==> config.mk <==
export PLATFORM = sky130hd
export DESIGN_NAME = touch_tap_slide_detector_flat
export DESIGN_NICKNAME = d
export VERILOG_FILES = /design/src/rtl/ttsd_pkg.sv /design/src/rtl/ttsd_if.sv /design/src/rtl/ttsd_core.sv /design/src/rtl/touch_tap_slide_detector.sv /design/src/flat_wrapper.sv
export SDC_FILE = /design/constraint.sdc
export NUM_CORES = 1
export LEC_CHECK = 0
export BUFFER_PORTS_ARGS = -buffer_cell sky130_fd_sc_hd__buf_4
export CELL_PAD_IN_SITES_DETAIL_PLACEMENT = 1
export CELL_PAD_IN_SITES_GLOBAL_PLACEMENT = 1
export CORE_MARGIN = 3
export CORE_UTILIZATION = 35
export CTS_BUF_LIST = sky130_fd_sc_hd__clkbuf_4 sky130_fd_sc_hd__clkbuf_8
export DETAILED_ROUTE_END_ITERATION = 16
export PLACE_DENSITY = 0.68
export SYNTH_ARGS = -nofsm -noshare
export SYNTH_HDL_FRONTEND = slang
export SYNTH_SLANG_ARGS = --single-unit
==> constraint.sdc <==
create_clock -name clk_i -period 7.8 [get_ports clk_i]
set_input_delay 0.39 -clock clk_i [delete_from_list [all_inputs] [get_ports clk_i]]
set_output_delay 0.39 -clock clk_i [all_outputs]
set_load 0.01 [all_outputs]
==> src/rtl/ttsd_pkg.sv <==
// Shared types and constants for the touch tap and slide detector.
package ttsd_pkg;

  localparam int CFG_IDX_W  = 3;
  localparam int CFG_DATA_W = 16;

  localparam logic [CFG_IDX_W-1:0] REG_NEAR_X        = 3'd0;
  localparam logic [CFG_IDX_W-1:0] REG_NEAR_Y        = 3'd1;
  localparam logic [CFG_IDX_W-1:0] REG_RELEASE_LIMIT = 3'd2;
  localparam logic [CFG_IDX_W-1:0] REG_TAP_MIN_HOLD  = 3'd3;
  localparam logic [CFG_IDX_W-1:0] REG_CANCEL_LIMIT  = 3'd4;

  localparam int NEAR_W    = 9;
  localparam int RELEASE_W = 8;
  localparam int LIMIT_W   = 16;

  localparam logic [NEAR_W-1:0]    NEAR_X_RST        = 9'd20;
  localparam logic [NEAR_W-1:0]    NEAR_Y_RST        = 9'd20;
  localparam logic [RELEASE_W-1:0] RELEASE_LIMIT_RST = 8'd3;
  localparam logic [LIMIT_W-1:0]   TAP_MIN_HOLD_RST  = 16'd2;
  localparam logic [LIMIT_W-1:0]   CANCEL_LIMIT_RST  = 16'd5;

  // n/5 == (n * 52429) >> 18, exact for n below 2**18
  localparam int              DIV5_MUL_W = 16;
  localparam logic [15:0]     DIV5_MUL   = 16'd52429;
  localparam int              DIV5_SHIFT = 18;

  typedef enum logic [1:0] {
    PH_IDLE  = 2'd0,
    PH_TOUCH = 2'd1,
    PH_SLIDE = 2'd2
  } phase_e;

  typedef enum logic [2:0] {
    DIR_EAST   = 3'd0,
    DIR_WEST   = 3'd1,
    DIR_NORTH  = 3'd2,
    DIR_SOUTH  = 3'd3,
    DIR_NONE   = 3'd4,
    DIR_CANCEL = 3'd5,
    DIR_NEAR   = 3'd6
  } dir_e;

  typedef enum logic [1:0] {
    EV_NONE  = 2'd0,
    EV_TAP   = 2'd1,
    EV_SLIDE = 2'd2
  } event_kind_e;

  typedef struct packed {
    logic [NEAR_W-1:0]    near_x_limit;
    logic [NEAR_W-1:0]    near_y_limit;
    logic [RELEASE_W-1:0] release_limit;
    logic [LIMIT_W-1:0]   tap_min_hold;
    logic [LIMIT_W-1:0]   cancel_limit;
  } cfg_t;

endpackage

==> src/rtl/ttsd_if.sv <==
// Valid/ready channel interfaces for touch samples and detected events.
interface ttsd_sample_if #(parameter int COORD_WIDTH = 9);
  logic                   valid;
  logic                   ready;
  logic                   pressed;
  logic [COORD_WIDTH-1:0] pos_x;
  logic [COORD_WIDTH-1:0] pos_y;

  modport source (output valid, output pressed, output pos_x, output pos_y, input ready);
  modport sink   (input valid, input pressed, input pos_x, input pos_y, output ready);
endinterface

interface ttsd_event_if #(parameter int COORD_WIDTH = 9);
  logic                   valid;
  logic                   ready;
  logic [1:0]             event_kind;
  logic [COORD_WIDTH-1:0] tap_x;
  logic [COORD_WIDTH-1:0] tap_y;
  logic [1:0]             swipe_dir;

  modport source (output valid, output event_kind, output tap_x, output tap_y,
                  output swipe_dir, input ready);
  modport sink   (input valid, input event_kind, input tap_x, input tap_y,
                  input swipe_dir, output ready);
endinterface

==> src/rtl/ttsd_core.sv <==
// Gesture state registers and the per-sample classify and update logic.
module ttsd_core #(
  parameter int COORD_WIDTH = 9,
  parameter int HOLD_WIDTH  = 16
) (
  input  logic                    clk_i,
  input  logic                    rst_ni,
  input  logic                    step_i,
  input  ttsd_pkg::cfg_t          cfg_i,
  input  logic                    pressed_i,
  input  logic [COORD_WIDTH-1:0]  pos_x_i,
  input  logic [COORD_WIDTH-1:0]  pos_y_i,
  output ttsd_pkg::event_kind_e   event_kind_o,
  output logic [COORD_WIDTH-1:0]  tap_x_o,
  output logic [COORD_WIDTH-1:0]  tap_y_o,
  output logic [1:0]              swipe_dir_o
);
  import ttsd_pkg::*;

  localparam int CW  = COORD_WIDTH;
  localparam int NCW = (CW > NEAR_W) ? CW : NEAR_W;
  localparam int HCW = (HOLD_WIDTH > LIMIT_W) ? HOLD_WIDTH : LIMIT_W;
  localparam int SW  = CW + 3;
  localparam int PW  = SW + DIV5_MUL_W;

  phase_e                 phase_q, phase_d;
  dir_e                   dir_q, dir_d;
  logic [HOLD_WIDTH-1:0]  hold_q, hold_d;
  logic [RELEASE_W-1:0]   rel_q, rel_d;
  logic [CW-1:0]          anc_x_q, anc_x_d;
  logic [CW-1:0]          anc_y_q, anc_y_d;

  logic signed [CW:0]     dx, dy;
  logic [CW-1:0]          adx, ady;
  logic [CW:0]            ady2;
  logic                   near;
  dir_e                   cls;
  logic [HOLD_WIDTH-1:0]  hold_inc;
  logic [RELEASE_W-1:0]   rel_inc;
  logic [SW-1:0]          sum_x, sum_y;
  logic [PW-1:0]          prod_x, prod_y;
  logic [CW-1:0]          smooth_x, smooth_y;

  // Direction relative to the anchor; vertical distance counts double
  always_comb begin
    dx   = $signed({1'b0, pos_x_i}) - $signed({1'b0, anc_x_q});
    dy   = $signed({1'b0, pos_y_i}) - $signed({1'b0, anc_y_q});
    adx  = dx[CW] ? CW'(-dx) : dx[CW-1:0];
    ady  = dy[CW] ? CW'(-dy) : dy[CW-1:0];
    ady2 = {ady, 1'b0};
    near = (NCW'(adx) < NCW'(cfg_i.near_x_limit)) &&
           (NCW'(ady) < NCW'(cfg_i.near_y_limit));
    if (near) begin
      cls = DIR_NEAR;
    end else if ((CW + 1)'(adx) > ady2) begin
      cls = (!dx[CW] && (dx != '0)) ? DIR_EAST : DIR_WEST;
    end else begin
      cls = (!dy[CW] && (dy != '0)) ? DIR_NORTH : DIR_SOUTH;
    end
  end

  // Anchor smoothing (4*old + new) / 5 by reciprocal multiply
  always_comb begin
    sum_x    = SW'({anc_x_q, 2'b00}) + SW'(pos_x_i);
    sum_y    = SW'({anc_y_q, 2'b00}) + SW'(pos_y_i);
    prod_x   = PW'(sum_x) * PW'(DIV5_MUL);
    prod_y   = PW'(sum_y) * PW'(DIV5_MUL);
    smooth_x = prod_x[DIV5_SHIFT +: CW];
    smooth_y = prod_y[DIV5_SHIFT +: CW];
  end

  assign hold_inc = (&hold_q) ? hold_q : hold_q + 1'b1;
  assign rel_inc  = (&rel_q) ? rel_q : rel_q + 1'b1;

  always_comb begin
    phase_d      = phase_q;
    dir_d        = dir_q;
    hold_d       = hold_q;
    rel_d        = rel_q;
    anc_x_d      = anc_x_q;
    anc_y_d      = anc_y_q;
    event_kind_o = EV_NONE;
    tap_x_o      = '0;
    tap_y_o      = '0;
    swipe_dir_o  = '0;
    case (phase_q)
      PH_TOUCH: begin
        if (!pressed_i) begin
          if (rel_q > cfg_i.release_limit) begin
            if (HCW'(hold_q) >= HCW'(cfg_i.tap_min_hold)) begin
              event_kind_o = EV_TAP;
              tap_x_o      = anc_x_q;
              tap_y_o      = anc_y_q;
            end
            phase_d = PH_IDLE;
          end
          rel_d = rel_inc;
        end else begin
          if (cls == DIR_NEAR) begin
            anc_x_d = smooth_x;
            anc_y_d = smooth_y;
            hold_d  = hold_inc;
          end else begin
            dir_d   = cls;
            anc_x_d = pos_x_i;
            anc_y_d = pos_y_i;
            hold_d  = '0;
            phase_d = PH_SLIDE;
          end
          rel_d = rel_q >> 1;
        end
      end
      PH_SLIDE: begin
        if (!pressed_i) begin
          if (rel_q >= cfg_i.release_limit) begin
            if (dir_q != DIR_CANCEL) begin
              event_kind_o = EV_SLIDE;
              swipe_dir_o  = dir_q[1:0];
            end
            phase_d = PH_IDLE;
          end
          rel_d = rel_inc;
        end else if (cls != DIR_NEAR && cls != dir_q) begin
          hold_d = hold_inc;
          if (HCW'(hold_inc) > HCW'(cfg_i.cancel_limit)) begin
            dir_d = DIR_CANCEL;
          end
        end else if (cls != DIR_NEAR) begin
          anc_x_d = pos_x_i;
          anc_y_d = pos_y_i;
          rel_d   = rel_q >> 1;
        end
      end
      default: begin
        phase_d = PH_IDLE;
        if (pressed_i) begin
          phase_d = PH_TOUCH;
          dir_d   = DIR_NONE;
          hold_d  = HOLD_WIDTH'(1);
          rel_d   = '0;
          anc_x_d = pos_x_i;
          anc_y_d = pos_y_i;
        end
      end
    endcase
  end

  always_ff @(posedge clk_i or negedge rst_ni) begin
    if (!rst_ni) begin
      phase_q <= PH_IDLE;
      dir_q   <= DIR_NONE;
      hold_q  <= '0;
      rel_q   <= '0;
      anc_x_q <= '1;
      anc_y_q <= '1;
    end else if (step_i) begin
      phase_q <= phase_d;
      dir_q   <= dir_d;
      hold_q  <= hold_d;
      rel_q   <= rel_d;
      anc_x_q <= anc_x_d;
      anc_y_q <= anc_y_d;
    end
  end

endmodule

==> src/rtl/touch_tap_slide_detector.sv <==
// Top level of the touch tap and slide detector.
// Takes one touch sample per clock while the output is not stalled and returns
// exactly one event item per sample (nothing, a tap with its smoothed position,
// or a slide with its direction). A sample is latched in an input register,
// runs through the classifier and the divide-by-five anchor smoothing against
// the gesture state, and its event lands in the output register. One item per
// cycle is sustained while the output is not stalled because the state feedback
// loop closes combinationally through the classifier and smoothing. A stalled
// result holds the output register; the input register takes one more sample
// only if it is empty, after which input stalls until the output side drains.
// Threshold registers are written by index over the cfg port; the user must
// write them only while no sample is in flight, the block does not enforce
// this. Indexes above four are ignored.
module touch_tap_slide_detector #(
  parameter int COORD_WIDTH = 9,
  parameter int HOLD_WIDTH  = 16
) (
  input  logic                               clk_i,
  input  logic                               rst_ni,
  ttsd_sample_if.sink                        sample_i,
  ttsd_event_if.source                       event_o,
  input  logic                               cfg_we_i,
  input  logic [ttsd_pkg::CFG_IDX_W-1:0]     cfg_idx_i,
  input  logic [ttsd_pkg::CFG_DATA_W-1:0]    cfg_data_i
);
  import ttsd_pkg::*;

  cfg_t                   cfg_q;

  logic                   in_valid_q;
  logic                   in_pressed_q;
  logic [COORD_WIDTH-1:0] in_x_q, in_y_q;
  logic                   in_ready;
  logic                   advance;
  logic                   step;

  logic                   out_valid_q;
  event_kind_e            kind_d;
  logic [1:0]             kind_q;
  logic [COORD_WIDTH-1:0] tap_x_d, tap_y_d, tap_x_q, tap_y_q;
  logic [1:0]             dir_d, dir_q;

  always_ff @(posedge clk_i or negedge rst_ni) begin
    if (!rst_ni) begin
      cfg_q.near_x_limit  <= NEAR_X_RST;
      cfg_q.near_y_limit  <= NEAR_Y_RST;
      cfg_q.release_limit <= RELEASE_LIMIT_RST;
      cfg_q.tap_min_hold  <= TAP_MIN_HOLD_RST;
      cfg_q.cancel_limit  <= CANCEL_LIMIT_RST;
    end else if (cfg_we_i) begin
      case (cfg_idx_i)
        REG_NEAR_X:        cfg_q.near_x_limit  <= cfg_data_i[NEAR_W-1:0];
        REG_NEAR_Y:        cfg_q.near_y_limit  <= cfg_data_i[NEAR_W-1:0];
        REG_RELEASE_LIMIT: cfg_q.release_limit <= cfg_data_i[RELEASE_W-1:0];
        REG_TAP_MIN_HOLD:  cfg_q.tap_min_hold  <= cfg_data_i[LIMIT_W-1:0];
        REG_CANCEL_LIMIT:  cfg_q.cancel_limit  <= cfg_data_i[LIMIT_W-1:0];
        default: ;
      endcase
    end
  end

  assign advance        = !out_valid_q || event_o.ready;
  assign in_ready       = !in_valid_q || advance;
  assign step           = in_valid_q && advance;
  assign sample_i.ready = in_ready;

  always_ff @(posedge clk_i or negedge rst_ni) begin
    if (!rst_ni) begin
      in_valid_q <= 1'b0;
    end else if (in_ready) begin
      in_valid_q <= sample_i.valid;
    end
  end

  always_ff @(posedge clk_i) begin
    if (in_ready && sample_i.valid) begin
      in_pressed_q <= sample_i.pressed;
      in_x_q       <= sample_i.pos_x;
      in_y_q       <= sample_i.pos_y;
    end
  end

  ttsd_core #(
    .COORD_WIDTH (COORD_WIDTH),
    .HOLD_WIDTH  (HOLD_WIDTH)
  ) u_core (
    .clk_i        (clk_i),
    .rst_ni       (rst_ni),
    .step_i       (step),
    .cfg_i        (cfg_q),
    .pressed_i    (in_pressed_q),
    .pos_x_i      (in_x_q),
    .pos_y_i      (in_y_q),
    .event_kind_o (kind_d),
    .tap_x_o      (tap_x_d),
    .tap_y_o      (tap_y_d),
    .swipe_dir_o  (dir_d)
  );

  always_ff @(posedge clk_i or negedge rst_ni) begin
    if (!rst_ni) begin
      out_valid_q <= 1'b0;
    end else if (advance) begin
      out_valid_q <= in_valid_q;
    end
  end

  always_ff @(posedge clk_i) begin
    if (step) begin
      kind_q  <= kind_d;
      tap_x_q <= tap_x_d;
      tap_y_q <= tap_y_d;
      dir_q   <= dir_d;
    end
  end

  assign event_o.valid      = out_valid_q;
  assign event_o.event_kind = kind_q;
  assign event_o.tap_x      = tap_x_q;
  assign event_o.tap_y      = tap_y_q;
  assign event_o.swipe_dir  = dir_q;

endmodule

==> src/flat_wrapper.sv <==
// flat-port wrapper written by rule: the top's interface ports become plain ports
module touch_tap_slide_detector_flat import ttsd_pkg::*;
#(
  parameter int COORD_WIDTH = 9,
  parameter int HOLD_WIDTH  = 16
)
  (clk_i, rst_ni, cfg_we_i, cfg_idx_i, cfg_data_i, sample_i_valid, sample_i_pressed, sample_i_pos_x, sample_i_pos_y, sample_i_ready, event_o_valid, event_o_event_kind, event_o_tap_x, event_o_tap_y, event_o_swipe_dir, event_o_ready);
  ttsd_sample_if #(.COORD_WIDTH(COORD_WIDTH)) sample_i_i ();
  ttsd_event_if #(.COORD_WIDTH(COORD_WIDTH)) event_o_i ();
  input  logic clk_i;
  input  logic rst_ni;
  input  logic cfg_we_i;
  input  logic [ttsd_pkg::CFG_IDX_W-1:0] cfg_idx_i;
  input  logic [ttsd_pkg::CFG_DATA_W-1:0] cfg_data_i;
  input wire logic [$bits(sample_i_i.valid)-1:0] sample_i_valid;
  input wire logic [$bits(sample_i_i.pressed)-1:0] sample_i_pressed;
  input wire logic [$bits(sample_i_i.pos_x)-1:0] sample_i_pos_x;
  input wire logic [$bits(sample_i_i.pos_y)-1:0] sample_i_pos_y;
  output wire logic [$bits(sample_i_i.ready)-1:0] sample_i_ready;
  output wire logic [$bits(event_o_i.valid)-1:0] event_o_valid;
  output wire logic [$bits(event_o_i.event_kind)-1:0] event_o_event_kind;
  output wire logic [$bits(event_o_i.tap_x)-1:0] event_o_tap_x;
  output wire logic [$bits(event_o_i.tap_y)-1:0] event_o_tap_y;
  output wire logic [$bits(event_o_i.swipe_dir)-1:0] event_o_swipe_dir;
  input wire logic [$bits(event_o_i.ready)-1:0] event_o_ready;
  assign sample_i_i.valid = sample_i_valid;
  assign sample_i_i.pressed = sample_i_pressed;
  assign sample_i_i.pos_x = sample_i_pos_x;
  assign sample_i_i.pos_y = sample_i_pos_y;
  assign sample_i_ready = sample_i_i.ready;
  assign event_o_valid = event_o_i.valid;
  assign event_o_event_kind = event_o_i.event_kind;
  assign event_o_tap_x = event_o_i.tap_x;
  assign event_o_tap_y = event_o_i.tap_y;
  assign event_o_swipe_dir = event_o_i.swipe_dir;
  assign event_o_i.ready = event_o_ready;
  touch_tap_slide_detector #(.COORD_WIDTH(COORD_WIDTH), .HOLD_WIDTH(HOLD_WIDTH)) u_core (.clk_i(clk_i), .rst_ni(rst_ni), .sample_i(sample_i_i), .event_o(event_o_i), .cfg_we_i(cfg_we_i), .cfg_idx_i(cfg_idx_i), .cfg_data_i(cfg_data_i));
endmodule
==> results of run 1 <==
-- cell families (layout without fill, tap and decap cells) --
family | after synthesis | after routing | synth area share (%)
simple gates | 347 | 347 | 11.8
mux | 32 | 32 | 2.41
flops | 148 | 148 | 26.6
buf+inv | 337 | 424 | 8.68
compound gates | 316 | 316 | 14.1
xor+xnor | 66 | 66 | 3.90
fa+ha+maj | 332 | 332 | 32.5
-- routing by layer --
| metal | global-route usage [%] | up-vias |
|---|---|---|
| li1 | - | 5471 |
| met1 | 23.8 | 5577 |
| met2 | 31.8 | 100 |
| met3 | 2.79 | 26 |
| met4 | 3.28 | 0 |
| met5 | 0 | - |
-- stage by stage --
step / setup slack [ns] / utilization [%] / hold WS, ns / cells
after global placement: 0.568 / 38.7 / 0.470 / 2164
after global routing: -0.00980 / 39.7 / 0.0273 / 2197
after floorplan: 1.02 / - / 0.0944 / 1578
final: 0.469 / 39.7 / 0.00875 / 2197
after detailed placement: 0.267 / 38.7 / 0.473 / 2164
after CTS: 0.223 / 39.6 / 0.0182 / 2196
-- sequential cells by signal, indices dropped and copies added, names as in the netlist --
signal	cells
u_core.event_o.event_kind	2
u_core.u_core.dir_q	3
u_core.u_core.phase_q	2
u_core.u_core.anc_y_q	9
u_core.u_core.rel_q	8
u_core.event_o.tap_x	9
u_core.u_core.hold_q	16
u_core.u_core.anc_x_q	9
u_core.in_valid_q	1
u_core.in_x_q	9
u_core.cfg_q	58
u_core.event_o.swipe_dir	2
u_core.in_y_q	9
u_core.in_pressed_q	1
u_core.event_o.tap_y	9
u_core.event_o.valid	1
-- cells in the final DEF, fill, tap and decap left out, types with 6 or more instances in the layout --
cell type	instances
a211oi_1	13
a31o_1	7
inv_1	311
a21oi_1	64
xor2_1	19
nand2b_1	17
fa_1	88
and2_1	28
nor2_1	69
edfxtp_1	41
nand2_1	102
or3_1	6
nor3_1	17
buf_4	81
xnor2_1	46
mux2i_1	6
nand3_1	32
and3_1	6
o211ai_1	12
o31ai_1	7
o21a_1	23
nand4_1	13
clkbuf_8	18
dfstp_2	28
nor2b_1	18
a31oi_1	7
a21o_1	26
o21ai_0	81
mux2_2	25
dfrtp_1	79
or2_2	9
o21ai_1	11
ha_1	244
-- final timing paths --
check / startpoint / to / slack (ns)
hold reg to reg: u_core.u_core.anc_y_q[8]$_DFFE_PN1P_ / u_core.u_core.anc_y_q[8]$_DFFE_PN1P_ / 0.49
hold / removal: rst_ni / u_core.cfg_q[10]$_DFFE_PN0P_ / 0.009
max in group asynchronous: rst_ni / u_core.in_valid_q$_DFFE_PN0N_ / 6.62
setup reg to reg: u_core.u_core.anc_x_q[0]$_DFFE_PN1P_ / u_core.u_core.anc_x_q[7]$_DFFE_PN1P_ / 0.47
min in group clk_i: sample_i_pos_x[0] / u_core.in_x_q[0]$_DFFE_PP_ / 0.06
setup / recovery: u_core.u_core.anc_x_q[0]$_DFFE_PN1P_ / u_core.u_core.anc_x_q[7]$_DFFE_PN1P_ / 0.47
-- cell type report --
| type | instances | area share [%] |
|---|---|---|
| timing repair buffer | 81 | 3.71 |
| inverter | 311 | 7.12 |
| sequential | 148 | 24.1 |
| tap | 532 | 4.06 |
| clock inverter | 14 | 0.885 |
| multi-input combinational | 1093 | 58.7 |
| clock buffer | 18 | 1.51 |
-- repair_timing --
item	in CTS	in global routing
buffers inserted	0	1
setup endpoints to repair	0	3
hold buffers	0	0
gates resized for setup	0	4
==> key figures, run 1 <==
Global routing
  • Initial antenna violation count: 0
  • Vias in the first global route: 12.2k
  • Total congestion overflow: 0
  • Largest net degree at the start of global routing: 64
  • Tot GR Track Use: 18.1%
  • Global-route wire length before repair: 64.5 mm

Synth
  • Synth top area share: 20.6%
  • Biggest area consumer among synthesized cells: ha_1
  • Synth Flop Type: dfrtp_1
  • Sequential share of the synthesized area: 26.6%
  • Syn Nets: 1953
  • Syn Area/Cell: 9.39 sq um
  • Async set-reset flop share out of synthesis: 72.3%
  • Yosys Warn Count: 0
  • Synth top area cells: ha_1, dfrtp_1, fa_1, edfxtp_1, inv_1
  • Synth Instances: 1578
  • Post-synth top cells: inv_1, ha_1, nand2_1
  • Post-synth cell types: 79
  • Most common cell in the synthesized netlist: inv_1
  • Register bit count reported by yosys: 148
  • Mapped Area: 14800 sq um
  • Number of synthesized flops with an enable pin: 41

CTS
  • CTS sink count: 148
  • H-tree depth reported by CTS: 4
  • Root Buffer: clkbuf_8
  • CTS tree: yes
  • Worst-Skew Late Latency: 0.50 ns
  • Reg clk slew, reported paths: 0.10 ns
  • Num CTS Buffers: 17
  • CTS Buffer Depth: 2

Timing
  • Least-Margin Pin Slew: 1.02 ns
  • Final Max Tran Viols: 0
  • Final Hold Viols: 0
  • Setup violations, final: 0
  • Achievable Freq: 136 MHz
  • Slew margin rel.: 31.5%
  • Fin crit period: 7.33 ns
  • Period Utilization, post-route: 94.0%
  • Setup TNS: 0 ns
  • Clock Skew: 0.0142 ns

Floorplanning
  • Initial Util: 35.9%
  • I/O pin count: 67
  • Die X: 212 um
  • Die height: 212 um
  • FP Rows: 74
  • Die area: 44800 sq um
  • Core Box Area: 41300 sq um

Critical path
  • Largest delay share family, worst path: adder cells
  • Slowest-stage cell, CP: dfstp_2
  • Critical path buffers and inverters: 5
  • Crit Path Max Fanout: 4
  • Worst EP required: 8.22 ns
  • FF-to-FF path depth: 33
  • Crit path depth: 33
  • Startpoint Class: flop
  • CP peak stage delay: 0.57 ns
  • Setup Crit Path Kind: flop to flop
  • CP endpoint kind: flop
  • Critical path data arrival time: 7.76 ns

Route
  • Post-route ant nets: 0
  • Vias per cell: 5.09
  • Top layer in use: met4
  • Met1 Routed Length: 18.6 mm
  • Met3 wire length: 898 um
  • Vias: 11.2k
  • Final WL: 39.1 mm
  • DRC: 0
  • DR pass1 iterations: 5
  • DR iter-0 viols: 450
  • Routed len/inst: 17.8 um
  • Met2 routed WL: 19.2 mm

Final layout
  • Synth-to-layout area growth: 10.7%
  • Final Instance Area: 16400 sq um
  • # diodes: 0
  • Layout cells sized above 1: 11.9%
  • Seq. cell area: 3940 sq um
  • Final net count: 2027
  • Area of the multi-input gates: 9610 sq um
  • Number of fill cells in the layout: 4787

Placement
  • Placed cell areas: 16000 sq um
  • Dpl hpwl: 32.1 mm
  • IO Port Bufs: 66
  • Global placer's final weighted congestion: 0.835

Hold path
  • Worst hold path type: input pin to async pin

Status
  • Status: completed

Flow run
  • Max cap viols: 0
Power of run 1 is left out: the tool's default activity adds up to more than one toggle a clock period on the data nets, which glitch-free logic cannot reach.
==> inputs of run 2 (changes only) <==
--- a/config.mk
+++ b/config.mk
@@ -12,7 +12,9 @@
 export CORE_UTILIZATION = 35
 export CTS_BUF_LIST = sky130_fd_sc_hd__clkbuf_4 sky130_fd_sc_hd__clkbuf_8
 export DETAILED_ROUTE_END_ITERATION = 16
+export GPL_ROUTABILITY_DRIVEN = 1
 export PLACE_DENSITY = 0.68
+export RECOVER_POWER = 50
 export SYNTH_ARGS = -nofsm -noshare
 export SYNTH_HDL_FRONTEND = slang
 export SYNTH_SLANG_ARGS = --single-unit
==> run 2 against run 1 <==
Net effect: the run now ends with max-capacitance violations, max-slew violations left; critical path depth stayed put; first-iteration DRC count decreased by 3.1%; clock skew about the same; sequential share of layout area rose by 0.052 points; core utilization is 0.085 points lower; fmax barely moved; register-to-register slack about the same; critical path type unchanged; highest routed layer unchanged.
==> key figures, run 2 (same netlist as run 1, synthesis figures left out) <==
Route
  • Vias: 11.2k
  • Final WL: 39.2 mm
  • Met2 routed WL: 19.3 mm
  • Top layer in use: met4
  • DR iter-0 viols: 436
  • Post-route ant nets: 0
  • DRC: 0
  • DR pass1 iterations: 5
  • Met3 wire length: 821 um
  • Vias per cell: 5.09
  • Routed len/inst: 17.8 um
  • Met1 Routed Length: 18.7 mm

CTS
  • CTS tree: yes
  • Worst-Skew Late Latency: 0.50 ns
  • Root Buffer: clkbuf_8
  • Num CTS Buffers: 17
  • Reg clk slew, reported paths: 0.10 ns
  • CTS Buffer Depth: 2
  • CTS sink count: 148
  • H-tree depth reported by CTS: 4

Final layout
  • Layout cells sized above 1: 11.4%
  • Synth-to-layout area growth: 10.4%
  • Max FFs per register: 58
  • Area of the multi-input gates: 9610 sq um
  • Seq. cell area: 3940 sq um
  • Largest regs: u_core.cfg_q: 58 flops, u_core.u_core.hold_q: 16 flops
  • # diodes: 0
  • Post-Layout Cell Count: 2197
  • Final net count: 2027
  • Number of fill cells in the layout: 4795
  • Commonest non-fill, non-tap cell in the layout: inv_1
  • Top reg by flops: u_core.cfg_q
  • Commonest non-fill, non-tap cells in the layout: inv_1, ha_1, nand2_1, fa_1, o21ai_0

Hold path
  • Hold Path Stages: 1
  • Worst hold path type: input pin to flop

Timing
  • Period Utilization, post-route: 94.0%
  • Achievable Freq: 136 MHz
  • Fin crit period: 7.33 ns
  • Setup violations, final: 0
  • Least-Margin Pin Slew: 3.81 ns
  • Final Max Tran Viols: 110
  • Clock Skew: 0.0143 ns
  • Slew margin rel.: -154%
  • Final Hold Viols: 0

Floorplanning
  • Initial Util: 35.9%
  • FP Rows: 74
  • Die X: 212 um
  • Die area: 44800 sq um
  • Die height: 212 um
  • I/O pin count: 67
  • Core Box Area: 41300 sq um

Global routing
  • Vias in the first global route: 12.2k
  • Global-route wire length before repair: 64.5 mm
  • Total congestion overflow: 0
  • Tot GR Track Use: 18.1%
  • Largest net degree at the start of global routing: 64
  • Initial antenna violation count: 0

Status
  • Failing checks: max-capacitance violations, max-slew violations
  • Status: complete, but fails checks

Critical path
  • FF-to-FF path depth: 33
  • Slowest-stage cell, CP: dfstp_2
  • Setup Crit Path Kind: flop to flop
  • CP peak stage delay: 0.57 ns
  • Startpoint Class: flop
  • Critical path data arrival time: 7.76 ns
  • Worst EP required: 8.23 ns
  • CP endpoint kind: flop
  • Crit Path Max Fanout: 4

Placement
  • Global placer's final weighted congestion: 0.835
  • Dpl cells: 2164
  • IO Port Bufs: 66
  • Dpl hpwl: 32.1 mm

Flow run
  • Max cap viols: 2
## run 2: cell count changes in the layout (fill, tap and decap cells not counted)
cell	before	now
nor3_2	1	0
nor3_1	17	18
clkbuf_1	0	8
buf_4	81	57
clkbuf_4	0	16
## run 2: cell type report
| cell class | count | area share (%) |
|---|---|---|
| timing repair buffer | 81 | 3.53 |
| tap | 532 | 4.07 |
| clock buffer | 18 | 1.51 |
| inverter | 311 | 7.14 |
| sequential | 148 | 24.1 |
| multi-input combinational | 1093 | 58.7 |
| clock inverter | 14 | 0.887 |
## run 2: per-stage QoR
step / TNS [ns] / hold slack, ns / utilization (%) / worst slack [ns] / cell area (sq um)
floorplan: 0 / 0.0944 / - / 1.02 / 14800
detailed placement: 0 / 0.473 / 38.7 / 0.267 / 16000
global placement: 0 / 0.470 / 38.7 / 0.568 / 16000
finish: 0 / 0.0860 / 39.6 / 0.469 / 16400
CTS: 0 / 0.0182 / 39.6 / 0.223 / 16400
global route: -0.00980 / 0.0500 / 39.6 / -0.00980 / 16400
## run 2: critical path: cells and delay by family (launching register included)
family / cells / cell delay [ns]
flops: 1 / 0.57
simple gates: 7 / 0.94
buf+inv: 5 / 0.32
fa+ha+maj: 7 / 3.04
xor+xnor: 2 / 0.42
compound gates: 11 / 1.70
mux: 1 / 0.27
## run 2: worst paths after layout
path	from	endpoint	slack (ns)
hold / removal	sample_i_pos_x[0]	u_core.in_x_q[0]$_DFFE_PP_	0.09
max in group asynchronous	rst_ni	u_core.in_valid_q$_DFFE_PN0N_	2.91
setup reg to reg	u_core.u_core.anc_x_q[0]$_DFFE_PN1P_	u_core.u_core.anc_x_q[7]$_DFFE_PN1P_	0.47
min in group asynchronous	rst_ni	u_core.cfg_q[10]$_DFFE_PN0P_	1.19
hold reg to reg	u_core.u_core.anc_y_q[8]$_DFFE_PN1P_	u_core.u_core.anc_y_q[8]$_DFFE_PN1P_	0.49
setup / recovery	u_core.u_core.anc_x_q[0]$_DFFE_PN1P_	u_core.u_core.anc_x_q[7]$_DFFE_PN1P_	0.47
## run 2: layer usage
metal,vias to the layer above,track usage (%)
li1,5467,-
met1,5591,23.8
met2,94,31.8
met3,24,2.79
met4,0,3.28
met5,-,0
## run 2: repair_timing
item / 4_1_cts / 5_1_grt
hold buffers: 0 / 0
endpoints found under the setup margin: 0 / 3
gates resized for setup: 0 / 4
setup buffers: 0 / 1
Power of run 2 is left out for the same reason.
==> inputs of run 3 (changes only) <==
--- a/config.mk
+++ b/config.mk
@@ -5,6 +5,7 @@
 export SDC_FILE = /design/constraint.sdc
 export NUM_CORES = 1
 export LEC_CHECK = 0
+export ABC_AREA = 1
 export BUFFER_PORTS_ARGS = -buffer_cell sky130_fd_sc_hd__buf_4
 export CELL_PAD_IN_SITES_DETAIL_PLACEMENT = 1
 export CELL_PAD_IN_SITES_GLOBAL_PLACEMENT = 1
@@ -13,7 +14,7 @@
 export CTS_BUF_LIST = sky130_fd_sc_hd__clkbuf_4 sky130_fd_sc_hd__clkbuf_8
 export DETAILED_ROUTE_END_ITERATION = 16
 export GPL_ROUTABILITY_DRIVEN = 1
-export PLACE_DENSITY = 0.68
+export PLACE_DENSITY = 0.7
 export RECOVER_POWER = 50
 export SYNTH_ARGS = -nofsm -noshare
 export SYNTH_HDL_FRONTEND = slang
==> run 3 against run 2 <==
Net effect: the flow still finishes with violations (max-capacitance violations, max-slew violations); cell count grew 19%; final area rose by 3.5%; global-route usage grew 1.0 points; die area rose by 4.5%; synthesized area increased by 4.7%; worst setup slack gained 0.26 ns; wire length rose by 11%; worst hold slack got worse by 0.010 ns; critical path type unchanged; critical endpoint is now u_core.u_core.anc_y_q[7]$_DFFE_PN1P_; largest cell class unchanged.
==> key figures, run 3 <==
Synth
  • Synth Instances: 1963
  • Post-synthesis xor/xnor area fraction: 3.16%
  • Post-synth top cells: inv_1, nand2_1, ha_1
  • Biggest area consumer among synthesized cells: ha_1
  • Compound-Gate Fraction of Synth Area: 10.4%
  • Sequential share of the synthesized area: 25.4%
  • Synth top area cells: ha_1, dfrtp_1, fa_1, inv_1, nand2_1
  • Yosys Warn Count: 0
  • Multiplexer share of the synthesized area: 0.129%
  • Largest family of logic cells by synthesized area: adder cells
  • Async set-reset flop share out of synthesis: 72.3%
  • Syn Nets: 2338
  • Number of synthesized flops with an enable pin: 41
  • Synth Area in Simple Gates: 18.1%
  • Post-synth cell types: 53
  • Syn Area/Cell: 7.90 sq um
  • Mapped Area: 15500 sq um
  • Adder-cell share of the synthesized area: 31.0%
  • Register bit count reported by yosys: 148
  • Synth top area share: 19.7%
  • Synth Flop Type: dfrtp_1
  • Most common cell in the synthesized netlist: inv_1

Critical path
  • CP peak stage delay: 0.57 ns
  • Critical path data arrival time: 7.47 ns
  • Worst EP required: 8.20 ns
  • Startpoint Class: flop
  • CP endpoint kind: flop
  • Largest delay share family, worst path: adder cells
  • Slowest-stage cell, CP: dfstp_2
  • Critical path buffers and inverters: 7
  • CP dominant cell by count: inv_1
  • Crit Path Max Fanout: 5
  • Setup Crit Path Kind: flop to flop

Route
  • DR pass1 iterations: 5
  • Post-route ant nets: 0
  • DR iter-0 viols: 523
  • Vias: 13.0k
  • Routed len/inst: 16.6 um
  • DRC: 0
  • Final WL: 43.5 mm
  • Vias per cell: 4.93

CTS
  • Worst-Skew Late Latency: 0.50 ns
  • H-tree depth reported by CTS: 4
  • CTS tree: yes
  • Num CTS Buffers: 17
  • Root Buffer: clkbuf_8
  • Reg clk slew, reported paths: 0.11 ns
  • Post-CTS setup buffer count: 0
  • Post-cts sizing count: 0
  • CTS sink count: 148
  • CTS Hold Bufs: 1
  • CTS Buffer Depth: 2

Timing
  • Setup violations, final: 0
  • Least-Margin Pin Slew: 2.52 ns
  • WHS: 0.0758 ns
  • Fin crit period: 7.07 ns
  • Final Max Tran Viols: 66
  • Setup TNS: 0 ns
  • Clock Skew: 0.0197 ns
  • Period Utilization, post-route: 90.6%
  • Final Hold Viols: 0
  • Unrepaired setup endpoints after global routing: no
  • Achievable Freq: 141 MHz
  • Slew margin rel.: -67.9%

Floorplanning
  • Die height: 216 um
  • FP Rows: 76
  • Initial Util: 35.7%
  • Die area: 46900 sq um
  • Die X: 216 um
  • Core Box Area: 43500 sq um
  • I/O pin count: 67

Final layout
  • Commonest non-fill, non-tap cells in the layout: inv_1, nand2_1, ha_1, nor2_1, a21oi_1
  • Layout cells sized above 1: 6.42%
  • Max FFs per register: 58
  • Largest regs: u_core.cfg_q: 58 flops, u_core.u_core.hold_q: 16 flops
  • Commonest non-fill, non-tap cell in the layout: inv_1
  • # diodes: 0
  • Area of the multi-input gates: 9740 sq um
  • Number of fill cells in the layout: 5364
  • Top reg by flops: u_core.cfg_q
  • Seq. cell area: 3940 sq um
  • Synth-to-layout area growth: 9.23%
  • Final net count: 2402

Global routing
  • GR Layer Usage met1: 24.8%
  • Largest net degree at the start of global routing: 68
  • Tot GR Track Use: 19.1%
  • GR Layer Usage met3: 2.33%
  • M2 GR Usage: 33.7%
  • Initial antenna violation count: 0
  • Total congestion overflow: 0
  • Vias in the first global route: 14.0k
  • Global-route wire length before repair: 72.2 mm
  • GRT busiest layer: met2

Placement
  • IO Port Bufs: 66
  • Dpl hpwl: 36.3 mm
  • Global placer's final weighted congestion: 0.895

Status
  • Status: complete, but fails checks
  • Failing checks: max-capacitance violations, max-slew violations

Flow run
  • Max cap viols: 2

Hold path
  • Worst hold path type: input pin to flop
[run 3: cell count changes after synthesis, sizes merged, moves of 30 or more]
cell | before | now
inv | 311 | 454
o21ai | 95 | 127
nand4 | 13 | 43
nor2 | 69 | 120
nand2 | 103 | 378
nand3 | 33 | 77
xnor2 | 47 | 14
a21oi | 65 | 116
[run 3: cell families after synthesis]
group	count (synthesis)
DFF	148
muxes	2
xor gates and xnor gates	55
AOI/OAI and AO/OA	293
buffers and inverters	480
adders and majority gates	332
and+or+nand+nor	653
[run 3: layer usage]
layer  vias to the layer above  routed length [um]  part of all wire [%]
li1                       6406                   -                     -
met1                      6330               20200                    46
met2                       164               21400                    49
met3                        54                1040                   2.4
met4                         0                 973                   2.2
met5                         -                   0                     0
[run 3: area by class of cell]
type / count / area share (%)
Multi-Input combinational cell: 1335 / 57.5
Sequential cell: 148 / 23.3
Inverter: 454 / 10.1
Tap cell: 585 / 4.32
Timing Repair Buffer: 71 / 2.41
Clock buffer: 17 / 1.38
Clock inverter: 15 / 1.05
[run 3: worst paths after layout]
kind,cells after the start,slack (ns),start,endpoint
worst max-delay path,33,0.73,u_core.u_core.anc_y_q[0]$_DFFE_PN1P_,u_core.u_core.anc_y_q[7]$_DFFE_PN1P_
worst min register to register,2,0.48,u_core.u_core.dir_q[2]$_DFFE_PN1P_,u_core.u_core.dir_q[2]$_DFFE_PN1P_
worst min-delay path,1,0.08,sample_i_pos_x[1],u_core.in_x_q[1]$_DFFE_PP_
worst max register to register,33,0.73,u_core.u_core.anc_y_q[0]$_DFFE_PN1P_,u_core.u_core.anc_y_q[7]$_DFFE_PN1P_
max in group asynchronous,3,4.55,rst_ni,u_core.cfg_q[49]$_DFFE_PN0P_
min in group asynchronous,2,1.23,rst_ni,u_core.cfg_q[27]$_DFFE_PN0P_
[run 3: through the flow]
stage | cell area, sq um | cells | util (%) | setup slack, ns
floorplan | 15500 | 1963 | - | 1.58
global placement | 16600 | 2592 | 38.3 | 0.971
detailed placement | 16600 | 2592 | 38.3 | 0.804
CTS | 17100 | 2625 | 39.3 | 0.710
global route | 16900 | 2625 | 39.0 | 0.0813
finish | 16900 | 2625 | 39.0 | 0.731
[run 3: worst register-to-register path, delay by kind of cell, from the launching register on]
family                     cells  cell delay (ns)
xor gates and xnor gates       1             0.21
and+or+nand+nor               12             1.58
buffers and inverters          7             0.53
DFF                            1             0.57
adders and majority gates      7             3.04
AOI/OAI and AO/OA              6             1.04
Power of run 3 is left out for the same reason.
